File: config.mk
export PLATFORM = sky130hd
export DESIGN_NAME = keypoint_threshold_regulator_unit
export DESIGN_NICKNAME = d
export VERILOG_FILES = /design/src/rtl/core/ktr_pkg.sv /design/src/rtl/core/ktr_csr.sv /design/src/rtl/core/ktr_mdu.sv /design/src/rtl/core/keypoint_threshold_regulator_unit.sv
export SDC_FILE = /design/constraint.sdc
export NUM_CORES = 2
export LEC_CHECK = 0
export BUFFER_PORTS_ARGS = -buffer_cell sky130_fd_sc_hd__buf_2
export CORE_MARGIN = 1
export CORE_UTILIZATION = 64
export CTS_CLUSTER_SIZE = 30
export DETAILED_ROUTE_END_ITERATION = 8
export PLACE_DENSITY_LB_ADDON = 0.3
export SLEW_MARGIN = 25
export SYNTH_ARGS = -nofsm -noshare
export SYNTH_HDL_FRONTEND = slang
export SYNTH_SLANG_ARGS = --single-unit
File: constraint.sdc
create_clock -name clock -period 6.19 [get_ports clock]
set_input_delay 1.238 -clock clock [delete_from_list [all_inputs] [get_ports clock]]
set_output_delay 1.238 -clock clock [all_outputs]
set_load 0.05 [all_outputs]
File: src/rtl/core/ktr_pkg.sv
// ----------------------------------------------------------------------------
// ktr_pkg
// Shared widths, limits, register map and types of the keypoint threshold
// regulator.
// ----------------------------------------------------------------------------
package ktr_pkg;

   localparam int COUNT_BITS = 16;
   localparam int FRAC_BITS  = 16;
   localparam int THR_BITS   = 30;
   localparam int RATE_BITS  = 24;
   localparam int ITER_BITS  = 8;

   // quotient of (rate << FRAC_BITS) / |diff| and product alpha * |delta|
   localparam int QUOT_BITS  = RATE_BITS + FRAC_BITS;
   localparam int PROD_BITS  = THR_BITS + COUNT_BITS;
   localparam int SUM_BITS   = PROD_BITS + 2;
   localparam int STEP_BITS  = $clog2(QUOT_BITS + 1);

   localparam int ADDR_BITS  = 5;
   localparam int DATA_BITS  = 32;

   localparam logic [THR_BITS-1:0] THR_MAX = THR_BITS'(15000 << FRAC_BITS);
   localparam logic [THR_BITS-1:0] THR_MIN = THR_BITS'(1 << FRAC_BITS);

   localparam logic [COUNT_BITS-1:0] COUNT_LOW_RST  = COUNT_BITS'(400);
   localparam logic [COUNT_BITS-1:0] COUNT_HIGH_RST = COUNT_BITS'(500);
   localparam logic [ITER_BITS-1:0]  ITER_LIMIT_RST = ITER_BITS'(50);
   localparam logic [RATE_BITS-1:0]  BASE_RATE_RST  = RATE_BITS'(65536);
   localparam logic [THR_BITS-1:0]   START_THR_RST  = THR_BITS'(32768000);

   // register indexes (byte address = 4 * index)
   localparam logic [2:0] REG_COUNT_LOW  = 3'd0;
   localparam logic [2:0] REG_COUNT_HIGH = 3'd1;
   localparam logic [2:0] REG_ITER_LIMIT = 3'd2;
   localparam logic [2:0] REG_BASE_RATE  = 3'd3;
   localparam logic [2:0] REG_START_THR  = 3'd4;

   typedef struct packed {
      logic [COUNT_BITS-1:0] point_count;
      logic                  run_start;
      logic                  reload_start;
   } req_payload_type;

   typedef struct packed {
      logic [THR_BITS-1:0] next_threshold;
      logic                hit;
      logic                run_done;
   } rsp_payload_type;

   typedef struct packed {
      logic [COUNT_BITS-1:0] count_low;
      logic [COUNT_BITS-1:0] count_high;
      logic [ITER_BITS-1:0]  iteration_limit;
      logic [RATE_BITS-1:0]  base_rate;
      logic [THR_BITS-1:0]   start_threshold;
   } cfg_type;

   typedef enum logic {
      OP_DIV,
      OP_MUL
   } mdu_op_type;

   typedef struct packed {
      logic                 start;
      mdu_op_type           op;
      logic [QUOT_BITS-1:0] opa;   // dividend, or multiplier in the low bits
      logic [THR_BITS-1:0]  opb;   // divisor, or multiplicand
   } mdu_cmd_type;

   typedef struct packed {
      logic                 busy;
      logic [QUOT_BITS-1:0] quotient;
      logic [PROD_BITS-1:0] product;
   } mdu_rsp_type;

   typedef enum logic [2:0] {
      S_IDLE,
      S_EVAL,
      S_DIV,
      S_MUL,
      S_ADD,
      S_OUT
   } state_type;

endpackage

File: src/rtl/core/ktr_csr.sv
// ----------------------------------------------------------------------------
// ktr_csr
// APB-style register file holding the window, iteration limit, base rate
// and start threshold.
// ----------------------------------------------------------------------------
module ktr_csr import ktr_pkg::*; (
   input  logic                 clock,
   input  logic                 reset,
   input  logic                 psel,
   input  logic                 penable,
   input  logic                 pwrite,
   input  logic [ADDR_BITS-1:0] paddr,
   input  logic [DATA_BITS-1:0] pwdata,
   output logic [DATA_BITS-1:0] prdata,
   output logic                 pready,
   output cfg_type              cfg
);

   cfg_type    cfg_ff;
   cfg_type    cfg_in;
   logic [2:0] index;
   logic       wr_en;

   assign index  = paddr[ADDR_BITS-1:2];
   assign wr_en  = psel && penable && pwrite;
   assign pready = 1'b1;
   assign cfg    = cfg_ff;

   always_comb begin
      cfg_in = cfg_ff;
      if (wr_en) begin
         unique case (index)
            REG_COUNT_LOW:  cfg_in.count_low       = pwdata[COUNT_BITS-1:0];
            REG_COUNT_HIGH: cfg_in.count_high      = pwdata[COUNT_BITS-1:0];
            REG_ITER_LIMIT: cfg_in.iteration_limit = pwdata[ITER_BITS-1:0];
            REG_BASE_RATE:  cfg_in.base_rate       = pwdata[RATE_BITS-1:0];
            REG_START_THR:  cfg_in.start_threshold = pwdata[THR_BITS-1:0];
            default: ;
         endcase
      end
   end

   always_comb begin
      unique case (index)
         REG_COUNT_LOW:  prdata = DATA_BITS'(cfg_ff.count_low);
         REG_COUNT_HIGH: prdata = DATA_BITS'(cfg_ff.count_high);
         REG_ITER_LIMIT: prdata = DATA_BITS'(cfg_ff.iteration_limit);
         REG_BASE_RATE:  prdata = DATA_BITS'(cfg_ff.base_rate);
         REG_START_THR:  prdata = DATA_BITS'(cfg_ff.start_threshold);
         default:        prdata = '0;
      endcase
   end

   always_ff @(posedge clock) begin
      if (reset) begin
         cfg_ff.count_low       <= COUNT_LOW_RST;
         cfg_ff.count_high      <= COUNT_HIGH_RST;
         cfg_ff.iteration_limit <= ITER_LIMIT_RST;
         cfg_ff.base_rate       <= BASE_RATE_RST;
         cfg_ff.start_threshold <= START_THR_RST;
      end else begin
         cfg_ff <= cfg_in;
      end
   end

endmodule

File: src/rtl/core/ktr_mdu.sv
// ----------------------------------------------------------------------------
// ktr_mdu
// Shared multiply/divide unit: one narrow adder, used as a restoring
// divider (one quotient bit per cycle) or a shift-add multiplier (one
// multiplier bit per cycle).
// ----------------------------------------------------------------------------
module ktr_mdu import ktr_pkg::*; (
   input  logic        clock,
   input  logic        reset,
   input  mdu_cmd_type cmd,
   output mdu_rsp_type rsp
);

   logic                 busy_ff, busy_in;
   mdu_op_type           op_ff, op_in;
   logic [STEP_BITS-1:0] cnt_ff, cnt_in;
   logic [THR_BITS-1:0]  acc_ff, acc_in;
   logic [QUOT_BITS-1:0] sh_ff, sh_in;
   logic [THR_BITS-1:0]  opnd_ff, opnd_in;

   logic [THR_BITS:0]    add_a;
   logic [THR_BITS:0]    add_b;
   logic                 add_sub;
   logic [THR_BITS+1:0]  add_sum;
   logic                 qbit;

   // shared adder
   always_comb begin
      if (op_ff == OP_DIV) begin
         add_a   = {acc_ff, sh_ff[QUOT_BITS-1]};
         add_b   = {1'b0, opnd_ff};
         add_sub = 1'b1;
      end else begin
         add_a   = {1'b0, acc_ff};
         add_b   = sh_ff[0] ? {1'b0, opnd_ff} : '0;
         add_sub = 1'b0;
      end
      add_sum = {1'b0, add_a}
              + ({1'b0, add_b} ^ {(THR_BITS + 2){add_sub}})
              + (THR_BITS + 2)'(add_sub);
      qbit    = ~add_sum[THR_BITS+1];
   end

   always_comb begin
      busy_in = busy_ff;
      op_in   = op_ff;
      cnt_in  = cnt_ff;
      acc_in  = acc_ff;
      sh_in   = sh_ff;
      opnd_in = opnd_ff;
      if (cmd.start) begin
         busy_in = 1'b1;
         op_in   = cmd.op;
         cnt_in  = (cmd.op == OP_DIV) ? STEP_BITS'(QUOT_BITS) : STEP_BITS'(COUNT_BITS);
         acc_in  = '0;
         sh_in   = cmd.opa;
         opnd_in = cmd.opb;
      end else if (busy_ff) begin
         cnt_in  = cnt_ff - STEP_BITS'(1);
         busy_in = (cnt_ff != STEP_BITS'(1));
         if (op_ff == OP_DIV) begin
            // keep the trial difference only when it did not borrow
            acc_in = qbit ? add_sum[THR_BITS-1:0] : add_a[THR_BITS-1:0];
            sh_in  = {sh_ff[QUOT_BITS-2:0], qbit};
         end else begin
            acc_in = add_sum[THR_BITS:1];
            sh_in  = {sh_ff[QUOT_BITS-1:COUNT_BITS], add_sum[0],
                      sh_ff[COUNT_BITS-1:1]};
         end
      end
   end

   always_ff @(posedge clock) begin
      if (reset) begin
         busy_ff <= 1'b0;
         op_ff   <= OP_DIV;
         cnt_ff  <= '0;
      end else begin
         busy_ff <= busy_in;
         op_ff   <= op_in;
         cnt_ff  <= cnt_in;
      end
   end

   always_ff @(posedge clock) begin
      acc_ff  <= acc_in;
      sh_ff   <= sh_in;
      opnd_ff <= opnd_in;
   end

   assign rsp.busy     = busy_ff;
   assign rsp.quotient = sh_ff;
   assign rsp.product  = {acc_ff, sh_ff[COUNT_BITS-1:0]};

endmodule

File: src/rtl/core/keypoint_threshold_regulator_unit.sv
// ----------------------------------------------------------------------------
// keypoint_threshold_regulator_unit
// Steers a detector threshold toward a keypoint count window: hit, midpoint
// step or gradient step alpha*(count-mid) with clamping to 1.0..15000.0.
// ----------------------------------------------------------------------------
// Sequence: a hit or midpoint step goes S_IDLE, S_EVAL, S_OUT; a gradient step
//   adds S_MUL and S_ADD after S_EVAL, and S_DIV before S_MUL when it divides.
// The shared unit runs a 40-step divide and a 16-step multiply;
//   one item is in work at a time, so no new input is taken until the item
//   has passed S_OUT; the result waits in an output register.
// Reset (synchronous) restores register defaults, threshold 500.0 and rate 1.0.
// ----------------------------------------------------------------------------
module keypoint_threshold_regulator_unit import ktr_pkg::*; (
   input  logic                 clock,
   input  logic                 reset,
   input  logic                 req_valid,
   output logic                 req_ready,
   input  req_payload_type      req_payload,
   output logic                 rsp_valid,
   input  logic                 rsp_ready,
   output rsp_payload_type      rsp_payload,
   input  logic                 psel,
   input  logic                 penable,
   input  logic                 pwrite,
   input  logic [ADDR_BITS-1:0] paddr,
   input  logic [DATA_BITS-1:0] pwdata,
   output logic [DATA_BITS-1:0] prdata,
   output logic                 pready
);

   cfg_type     cfg;
   mdu_cmd_type mdu_cmd;
   mdu_rsp_type mdu_rsp;

   state_type   state_ff, state_in;

   logic [COUNT_BITS-1:0] point_ff, point_in;
   logic [THR_BITS-1:0]   thr_ff, thr_in;
   logic [THR_BITS-1:0]   prior_thr_ff, prior_thr_in;
   logic [COUNT_BITS-1:0] prior_cnt_ff, prior_cnt_in;
   logic [RATE_BITS-1:0]  rate_ff, rate_in;
   logic [ITER_BITS-1:0]  iter_ff, iter_in;
   logic [THR_BITS-1:0]   new_thr_ff, new_thr_in;
   logic [RATE_BITS-1:0]  new_rate_ff, new_rate_in;
   logic                  hit_ff, hit_in;
   logic                  neg_ff, neg_in;
   logic [COUNT_BITS-1:0] mag_ff, mag_in;
   logic                  rsp_valid_ff, rsp_valid_in;
   rsp_payload_type       rsp_data_ff, rsp_data_in;

   logic                  req_fire;
   logic                  out_free;
   logic                  commit;
   logic [THR_BITS-1:0]   start_clamped;
   logic                  in_window;
   logic                  later;
   logic                  use_mid;
   logic                  use_div;
   logic [COUNT_BITS:0]   mid_sum;
   logic [COUNT_BITS-1:0] mid;
   logic [COUNT_BITS:0]   delta;
   logic [COUNT_BITS-1:0] mag_now;
   logic [THR_BITS:0]     diff;
   logic [THR_BITS-1:0]   abs_diff;
   logic [THR_BITS:0]     avg_sum;
   logic [THR_BITS-1:0]   alpha_sat;
   logic [SUM_BITS-1:0]   ext_thr;
   logic [SUM_BITS-1:0]   ext_prod;
   logic [SUM_BITS-1:0]   step_sum;
   logic [THR_BITS-1:0]   step_clamped;
   logic [ITER_BITS-1:0]  iter_next;
   logic [ITER_BITS-1:0]  limit_eff;
   logic                  run_done;

   ktr_csr u_csr (
      .clock   (clock),
      .reset   (reset),
      .psel    (psel),
      .penable (penable),
      .pwrite  (pwrite),
      .paddr   (paddr),
      .pwdata  (pwdata),
      .prdata  (prdata),
      .pready  (pready),
      .cfg     (cfg)
   );

   ktr_mdu u_mdu (
      .clock (clock),
      .reset (reset),
      .cmd   (mdu_cmd),
      .rsp   (mdu_rsp)
   );

   assign req_fire = req_valid && req_ready;
   assign out_free = !rsp_valid_ff || rsp_ready;

   // decision terms, valid in S_EVAL
   always_comb begin
      start_clamped = cfg.start_threshold;
      if (cfg.start_threshold < THR_MIN) begin
         start_clamped = THR_MIN;
      end else if (cfg.start_threshold > THR_MAX) begin
         start_clamped = THR_MAX;
      end

      in_window = (point_ff >= cfg.count_low) && (point_ff <= cfg.count_high);
      later     = (iter_ff != '0);
      use_mid   = later &&
                  (((point_ff < cfg.count_low) && (prior_cnt_ff > cfg.count_high)) ||
                   ((point_ff > cfg.count_high) && (prior_cnt_ff < cfg.count_low)));

      mid_sum   = {1'b0, cfg.count_low} + {1'b0, cfg.count_high};
      mid       = mid_sum[COUNT_BITS:1];
      delta     = {1'b0, point_ff} - {1'b0, mid};
      mag_now   = delta[COUNT_BITS] ? (~delta[COUNT_BITS-1:0] + COUNT_BITS'(1))
                                    : delta[COUNT_BITS-1:0];

      diff      = {1'b0, thr_ff} - {1'b0, prior_thr_ff};
      abs_diff  = diff[THR_BITS] ? (~diff[THR_BITS-1:0] + THR_BITS'(1))
                                 : diff[THR_BITS-1:0];
      use_div   = later && (diff != '0);

      avg_sum   = {1'b0, thr_ff} + {1'b0, prior_thr_ff};

      alpha_sat = (mdu_rsp.quotient > QUOT_BITS'(THR_MAX)) ? THR_MAX
                                                          : mdu_rsp.quotient[THR_BITS-1:0];

      ext_thr   = SUM_BITS'(thr_ff);
      ext_prod  = SUM_BITS'(mdu_rsp.product);
      step_sum  = neg_ff ? (ext_thr - ext_prod) : (ext_thr + ext_prod);
      if ($signed(step_sum) < $signed(SUM_BITS'(THR_MIN))) begin
         step_clamped = THR_MIN;
      end else if ($signed(step_sum) > $signed(SUM_BITS'(THR_MAX))) begin
         step_clamped = THR_MAX;
      end else begin
         step_clamped = step_sum[THR_BITS-1:0];
      end

      iter_next = iter_ff + ITER_BITS'(1);
      limit_eff = (cfg.iteration_limit == '0) ? ITER_BITS'(1) : cfg.iteration_limit;
      run_done  = hit_ff || (iter_next == '0) || (iter_next >= limit_eff);
   end

   // next state
   always_comb begin
      state_in = state_ff;
      unique case (state_ff)
         S_IDLE: begin
            if (req_valid) state_in = S_EVAL;
         end
         S_EVAL: begin
            if (in_window || use_mid) begin
               state_in = S_OUT;
            end else if (use_div) begin
               state_in = S_DIV;
            end else begin
               state_in = S_MUL;
            end
         end
         S_DIV: begin
            if (!mdu_rsp.busy) state_in = S_MUL;
         end
         S_MUL: begin
            if (!mdu_rsp.busy) state_in = S_ADD;
         end
         S_ADD: begin
            state_in = S_OUT;
         end
         S_OUT: begin
            if (out_free) state_in = S_IDLE;
         end
         default: state_in = S_IDLE;
      endcase
   end

   // state outputs
   always_comb begin
      req_ready   = 1'b0;
      commit      = 1'b0;
      mdu_cmd     = '0;
      mdu_cmd.op  = OP_DIV;
      unique case (state_ff)
         S_IDLE: begin
            req_ready = 1'b1;
         end
         S_EVAL: begin
            if (!in_window && !use_mid) begin
               mdu_cmd.start = 1'b1;
               if (use_div) begin
                  mdu_cmd.op  = OP_DIV;
                  mdu_cmd.opa = {rate_ff, FRAC_BITS'(0)};
                  mdu_cmd.opb = abs_diff;
               end else begin
                  mdu_cmd.op  = OP_MUL;
                  mdu_cmd.opa = QUOT_BITS'(mag_now);
                  mdu_cmd.opb = THR_BITS'(rate_ff);
               end
            end
         end
         S_DIV: begin
            if (!mdu_rsp.busy) begin
               mdu_cmd.start = 1'b1;
               mdu_cmd.op    = OP_MUL;
               mdu_cmd.opa   = QUOT_BITS'(mag_ff);
               mdu_cmd.opb   = alpha_sat;
            end
         end
         S_OUT: begin
            commit = out_free;
         end
         default: ;
      endcase
   end

   // datapath
   always_comb begin
      point_in     = point_ff;
      thr_in       = thr_ff;
      prior_thr_in = prior_thr_ff;
      prior_cnt_in = prior_cnt_ff;
      rate_in      = rate_ff;
      iter_in      = iter_ff;
      new_thr_in   = new_thr_ff;
      new_rate_in  = new_rate_ff;
      hit_in       = hit_ff;
      neg_in       = neg_ff;
      mag_in       = mag_ff;
      rsp_data_in  = rsp_data_ff;
      rsp_valid_in = rsp_valid_ff && !rsp_ready;

      if (req_fire) begin
         point_in = req_payload.point_count;
         if (req_payload.run_start) begin
            iter_in = '0;
            rate_in = cfg.base_rate;
            if (req_payload.reload_start) thr_in = start_clamped;
         end
      end

      if (state_ff == S_EVAL) begin
         hit_in      = in_window;
         neg_in      = delta[COUNT_BITS];
         mag_in      = mag_now;
         new_rate_in = use_mid ? (rate_ff >> 1) : rate_ff;
         new_thr_in  = use_mid ? avg_sum[THR_BITS:1] : thr_ff;
      end

      if (state_ff == S_ADD) begin
         new_thr_in = step_clamped;
      end

      if (commit) begin
         rsp_valid_in               = 1'b1;
         rsp_data_in.next_threshold = hit_ff ? thr_ff : new_thr_ff;
         rsp_data_in.hit            = hit_ff;
         rsp_data_in.run_done       = run_done;
         if (!hit_ff) begin
            prior_thr_in = thr_ff;
            thr_in       = new_thr_ff;
            prior_cnt_in = point_ff;
            iter_in      = iter_next;
            rate_in      = new_rate_ff;
         end
         // a finished run starts over on the next item
         if (run_done) begin
            iter_in = '0;
            rate_in = cfg.base_rate;
         end
      end
   end

   always_ff @(posedge clock) begin
      if (reset) begin
         state_ff     <= S_IDLE;
         thr_ff       <= START_THR_RST;
         prior_thr_ff <= '0;
         prior_cnt_ff <= '0;
         rate_ff      <= BASE_RATE_RST;
         iter_ff      <= '0;
         rsp_valid_ff <= 1'b0;
      end else begin
         state_ff     <= state_in;
         thr_ff       <= thr_in;
         prior_thr_ff <= prior_thr_in;
         prior_cnt_ff <= prior_cnt_in;
         rate_ff      <= rate_in;
         iter_ff      <= iter_in;
         rsp_valid_ff <= rsp_valid_in;
      end
   end

   always_ff @(posedge clock) begin
      point_ff    <= point_in;
      new_thr_ff  <= new_thr_in;
      new_rate_ff <= new_rate_in;
      hit_ff      <= hit_in;
      neg_ff      <= neg_in;
      mag_ff      <= mag_in;
      rsp_data_ff <= rsp_data_in;
   end

   assign rsp_valid   = rsp_valid_ff;
   assign rsp_payload = rsp_data_ff;

endmodule
# [Word-level counts from Yosys, hierarchy flattened]
# Index checks and enable logic that the tools add are counted.
[classes] n_addsub=12 n_lt_le_gt_ge=12 n_eq_ne=15 muxes=58 bitwise_logic=5 reduce_logical=35
[ops] operator="two-way mux 30 bit" n=18
[ops] operator="case mux 30 bit (5 select lines)" n=1
[ops] operator="two-way mux 72 bit" n=2
[ops] operator="case mux 72 bit (2 select lines)" n=1
[ops] operator="two-way mux 24 bit" n=5
[ops] operator="two-way mux 40 bit" n=3
[ops] operator="two-way mux 71 bit" n=1
[ops] operator="two-way mux 31 bit" n=2
[ops] operator="greater-than comparator 48 x 31 -> 1 bit, second input constant" n=1
[ops] operator="less-than comparator 48 x 18 -> 1 bit, second input constant" n=1
[ops] operator="two-way mux 48 bit" n=1
[ops] operator="two-way mux 8 bit" n=6
[ops] operator="adder 30 x 46 -> 47 bit" n=1
[ops] operator="subtractor 30 x 46 -> 47 bit" n=1
[ops] operator="greater-than comparator 40 x 30 -> 1 bit, second input constant" n=1
[ops] operator="adder 31 x 32 -> 32 bit" n=1
[ops] operator="adder 32 x 1 -> 32 bit" n=1
[ops] operator="greater-than comparator 16 bit" n=2
[ops] operator="less-than comparator 16 bit" n=2
[ops] operator="bitwise XOR 31 x 32 -> 32 bit" n=1
[ops] operator="adder 30 x 30 -> 31 bit" n=1
[ops] operator="nonzero test 31 bit" n=1
[ops] operator="subtractor 30 x 30 -> 31 bit" n=1
[ops] operator="adder 30 x 1 -> 30 bit, second input constant" n=1
[ops] operator="33 further kinds" n=81
[totals] regBits=434 input_bits=62 output_inout_bits=67

# [Logic depth before layout (Yosys ltp)]
[depth] depth_word=10 depth_mapped=24 ltp_nobuf=24

# [Hierarchy]
# Synthesis repeated with hierarchy kept, for this count alone.
[hier_totals] hier_cells=4110 area_unflattened_um2=34500.6
[modules_own_cells] module="keypoint_threshold_regulator_unit" n_inst=1 cells_per_inst=2836 area_per_inst_um2=22544.1
[modules_own_cells] module="ktr_mdu" n_inst=1 cells_per_inst=804 area_per_inst_um2=7367.1
[modules_own_cells] module="ktr_csr" n_inst=1 cells_per_inst=470 area_per_inst_um2=4589.4

# [Worst setup path after synthesis]
# Ideal clock, no wire load.
[synth_path] path_kind="in2out" from="input port paddr[2]" to="output port prdata[9]" arrival_time_ns=3.511 setup_slack_ns=1.441 stages=7 cell_sequence="clkbuf_1 buf_1 clkbuf_1 mux2i_1 nor2_1 a21oi_1 o21ai_0"
[synth_between] elab_chain_len=2
[synth_lines] element="from (decl)" line="keypoint_threshold_regulator_unit.sv:25" text="input logic [ADDR_BITS-1:0] paddr,"
[synth_lines] element="equality test 3 bit, or another cell as far along" line="ktr_csr.sv:44" text="unique case (index)"
[synth_lines] element="case mux 30 bit (5 select lines) (*)" line="ktr_csr.sv:44"
[synth_lines] element="to (decl)" line="keypoint_threshold_regulator_unit.sv:27" text="output logic [DATA_BITS-1:0] prdata,"
# Every way passes the cells marked *; elsewhere a longest branch is shown, timed or not.

# [Worst setup path in the final report]
[layout_path] from="register u_mdu.sh_ff[9]" to="register new_thr_ff[26] (data pin)"
[layout_between] elab_chain_len=6
[layout_lines] element="from (decl)" line="ktr_mdu.sv:18" text="logic [QUOT_BITS-1:0] sh_ff, sh_in;"
[layout_lines] element="from (signal assigned)" line="ktr_mdu.sv:87" text="sh_ff <= sh_in;"
[layout_lines] element="adder 30 x 46 -> 47 bit / subtractor 30 x 46 -> 47 bit (equally long branches)" line="keypoint_threshold_regulator_unit.sv:131" text="step_sum = neg_ff ? (ext_thr - ext_prod) : (ext_thr + ext_prod);"
[layout_lines] element="two-way mux 48 bit (*)" line="keypoint_threshold_regulator_unit.sv:131"
[layout_lines] element="greater-than comparator 48 x 31 -> 1 bit" line="keypoint_threshold_regulator_unit.sv:134" text="end else if ($signed(step_sum) > $signed(SUM_BITS'(THR_MAX))) begin"
[layout_lines] element="two-way mux 30 bit" line="keypoint_threshold_regulator_unit.sv:134"
[layout_lines] element="two-way mux 30 bit (*)" line="keypoint_threshold_regulator_unit.sv:132" text="if ($signed(step_sum) < $signed(SUM_BITS'(THR_MIN))) begin"
[layout_lines] element="two-way mux 30 bit (*)" line="keypoint_threshold_regulator_unit.sv:249" text="if (state_ff == S_ADD) begin"
[layout_lines] element="via new_thr_in[26]" line="keypoint_threshold_regulator_unit.sv:43" text="logic [THR_BITS-1:0] new_thr_ff, new_thr_in;"
[layout_lines] element="to (signal assigned)" line="keypoint_threshold_regulator_unit.sv:295" text="new_thr_ff <= new_thr_in;"
[layout_lines] element="to (decl)" line="keypoint_threshold_regulator_unit.sv:43"
# Mark *: on every way through the listed nets, which the timed path passes. The rest lies on a longest branch.
# A chain may end at the register's enable or synchronous reset.

==> summary.md <==
| Metric | Value |
|---|---|
| Antenna violations before repair | `1` |
| CTS-repair resized insts | `0` |
| Levels on crit path | `14` |
| Routed wire length per instance | `23.72 µm` |
| Endpoints failing setup | `0` |
| CP Launch Type | `flip-flop` |
| CP Capture Type | `flip-flop` |
| Pin count of the biggest net entering global routing | `131` |
| Critical path launch point | `u_mdu.sh_ff[9]` |
| Setup slack, reg-to-reg | `0.50 ns` |
| Min Tclk post-route | `5.688 ns` |
| Cells after Synth | `4021` |
| Dpl hpwl | `85190 µm` |
| DIE WIDTH | `228.8 µm` |
| Total wire length | `112900 µm` |
| VDD IR max | `0.3082 mV` |
| Peak Freq | `0.1758 GHz` |
| Crit path max-delay family | `compound AO/OA/AOI/OAI gates` |
| Top Ports | `129` |
| Die height | `228.8 µm` |
| CTS Hold Bufs | `0` |
| Area growth syn-to-layout | `8.485%` |
| Worst slew pin tran | `1.101 ns` |
| Post-synthesis cell type count | `107` |
| R2R depth | `14` |
| Post-CTS setup buffer count | `0` |
| Nets | `4379` |
| Critical path's slowest cell | `o32ai_1` |
| Max-slew violations | `0` |
| Number of global-route vias before repair | `29292` |
| Hold Violations, Final | `0` |
| RSZ-0062 raised after global routing | `no` |
| Worst-path clk slew | `0.06 ns` |
| Clock buffer depth | `3` |
| Max FO, Critical Path | `21` |
| Slew Limit Headroom | `26.63%` |
| Synth area leaders | `edfxtp_1 (17%), dfxtp_1 (15%), ha_1 (9.8%)` |
| # DRC | `0` |
| Hold path depth | `2` |
| FF-to-FF Start | `u_mdu.sh_ff[9]` |
| Non-Filler Instances | `4761` |
| DR vias | `32049` |
| Worst Hold End | `prior_cnt_ff[0]` |
| # H-tree levels | `2` |
| Overflow after GRT | `0` |
| Power per cell area | `524.3 mW/mm²` |
| Synth warn | `0` |
| Cell Rows | `82` |
| Fin worst setup slack | `0.5022 ns` |
| Asr flop ratio synth | `0%` |
| Cells along the critical path | `inv_1, ha_1, a21oi_1, o21ai_0, a21oi_1, a21oi_1, nor2_2, o22ai_4, a41o_2, o2111ai_1, nand3b_1, or3_1, or3_4, o32ai_1` |
| CP arrival | `5.99 ns` |
| Synth top area share | `17.34%` |
| CP dominant cell by count | `a21oi_1` |
| Pre-CTS WS | `0.8631 ns` |
| TritonRoute pass-1 iters | `5` |
| Setup Skew | `0.03791 ns` |
| Fill count | `4058` |
| Worst Setup Path Type | `reg2reg` |
| Leading area contributor after synthesis | `edfxtp_1` |
| Yosys reg bits | `434` |
| 1st-iter DRT viols | `4126` |
| Worst reg2reg endpoint | `new_thr_ff[26]` |
| Pleak | `0.01405 µW` |
| Tcrit/Tclk final | `91.89%` |
| Multi-input combinational cell area | `0.02067 mm²` |
| Vias per cell | `6.732` |
| DRT antenna net count | `0` |
| Total CTS buffers | `46` |
| Top FF cell, synth | `dfxtp_1` |
| Status | `finished, final reports clean` |
| Dpl cells | `4677` |
| Crit path required time | `6.49 ns` |
| First-pass GRT wire length | `171000 µm` |
| Hold path startpoint | `prior_cnt_ff[0]` |
| Placer Congestion | `1.087` |
| Input/output buffers | `121` |
| Crit-path max cell delay | `0.66 ns` |
| Ant. Diodes | `0` |
| TNS Setup | `0 ns` |
| Global Route Usage Sum | `41.92%` |
| Core Region | `0.05048 mm²` |
| Worst Hold Class | `reg2reg` |
| Layout cells sized above 1 | `10.61%` |
| Die area | `0.05234 mm²` |
| CTS tree | `done` |
| Starting density of the core | `65.20%` |
| Max Cap Violations | `0` |
| EDFF count, synth | `190` |
| Syn avg cell area | `8.185 µm²` |
| Clock root cell | `clkbuf_16` |
| Register area share after synthesis | `32.18%` |
| Final Power | `18720 µW` |
| Sink Count | `434` |
| Register area | `0.01059 mm²` |
| Crit path buffers/inverters | `1` |
| Synth Cell Area | `0.03291 mm²` |
| WHS | `0.4724 ns` |
| Clock Latency Late Sink | `0.62 ns` |
worst max-delay path by stage:
stage                                  to  slack [ns]
after floorplan                 prdata[9]        1.44
after global placement     new_thr_ff[26]        0.88
after detailed placement   new_thr_ff[26]        0.86
after CTS                  new_thr_ff[26]        0.77
after global routing      u_mdu.cnt_ff[5]        0.37
final                      new_thr_ff[26]        0.50
through the flow:
stage	util (%)	area, µm²
floorplan	-	32920
CTS	70.73	35710
global placement	67.75	34200
finish	70.73	35710
detailed placement	67.75	34200
global route	70.73	35710
logic make-up after synthesis:
kind of cell,count (synthesis),share of synthesized area (%)
flops,434,32.18
mux,136,4.402
fa+ha+maj,264,10.20
buf+inv,436,5.322
simple gates,1405,19.71
other cells,2,0.02282
compound gates,1165,23.41
xor+xnor,179,4.763
sequential cells by signal (all words and copies together), names as in the netlist, 3 cells and up:
signal         flops
state_ff           3
new_thr_ff        30
u_mdu.sh_ff       40
prior_cnt_ff      16
rate_ff           24
u_mdu.opnd_ff     30
point_ff          16
rsp_payload       32
u_mdu.cnt_ff       6
prior_thr_ff      30
iter_ff            8
new_rate_ff       24
mag_ff            16
thr_ff            30
u_csr.cfg         94
u_mdu.acc_ff      30
metal layers:
metal / vias to the layer above / wire length, µm / global-route usage (%) / part of all wire, %
met5: - / 13 / 0 / 0.012
met3: 328 / 15420 / 10.78 / 14
met1: 15011 / 44320 / 57.16 / 39
li1: 14693 / - / - / -
met4: 2 / 6170 / 19.50 / 5.5
met2: 2015 / 46990 / 62.05 / 42
cell usage in the layout, fill, tap and decap left out, types with 30 or more instances in the layout:
cell	n
nand2_1	527
a21oi_1	368
nor2_1	363
ha_1	257
dfxtp_1	243
o21ai_0	238
inv_1	197
edfxtp_1	190
xnor2_1	127
buf_2	120
nor3_1	111
buf_4	94
mux2_2	70
a21o_1	66
mux2i_1	66
nor4_1	64
nand3_1	59
xor2_1	52
clkbuf_16	48
nand4_1	45
nor2b_1	39
a22o_1	33
a211oi_1	32
o21a_1	32
o31ai_1	32
a221oi_1	31
o21bai_1	31
nand2b_1	30
a31oi_1	30
cell type report:
class,instances,area share (%)
clock buffers,72,3.897
clock inverters,12,0.3189
inverters,203,2.134
multi-input cells,3152,57.88
flip-flops and latches,434,29.67
well taps,672,2.355
repair buffers,216,3.746
cells in the mapped netlist, types with 45 or more instances:
| library cell | number |
|---|---|
| nor4_1 | 65 |
| nand3_1 | 59 |
| mux2_2 | 70 |
| nor3_1 | 115 |
| xor2_1 | 52 |
| edfxtp_1 | 190 |
| a21oi_1 | 369 |
| nand4_1 | 45 |
| nor2_1 | 363 |
| a21o_1 | 66 |
| clkbuf_1 | 179 |
| xnor2_1 | 127 |
| dfxtp_1 | 244 |
| inv_1 | 198 |
| nand2_1 | 527 |
| ha_1 | 257 |
| mux2i_1 | 66 |
| o21ai_0 | 238 |
where the power goes:
part	leakage (µW)	total (µW)	internal (µW)	switching, µW
Sequential	0.00379	5090	4140	952
Combinational	0.00952	10800	3760	7090
Clock	0.000737	2780	1560	1220
Total	0.0141	18700	9460	9270
worst min-delay path, stage by stage (launching register included):
cell and delay (ns):
dfxtp_1 0.31, nand2_1 0.06, a21oi_1 0.05
(Power assumes the default switching activity.)
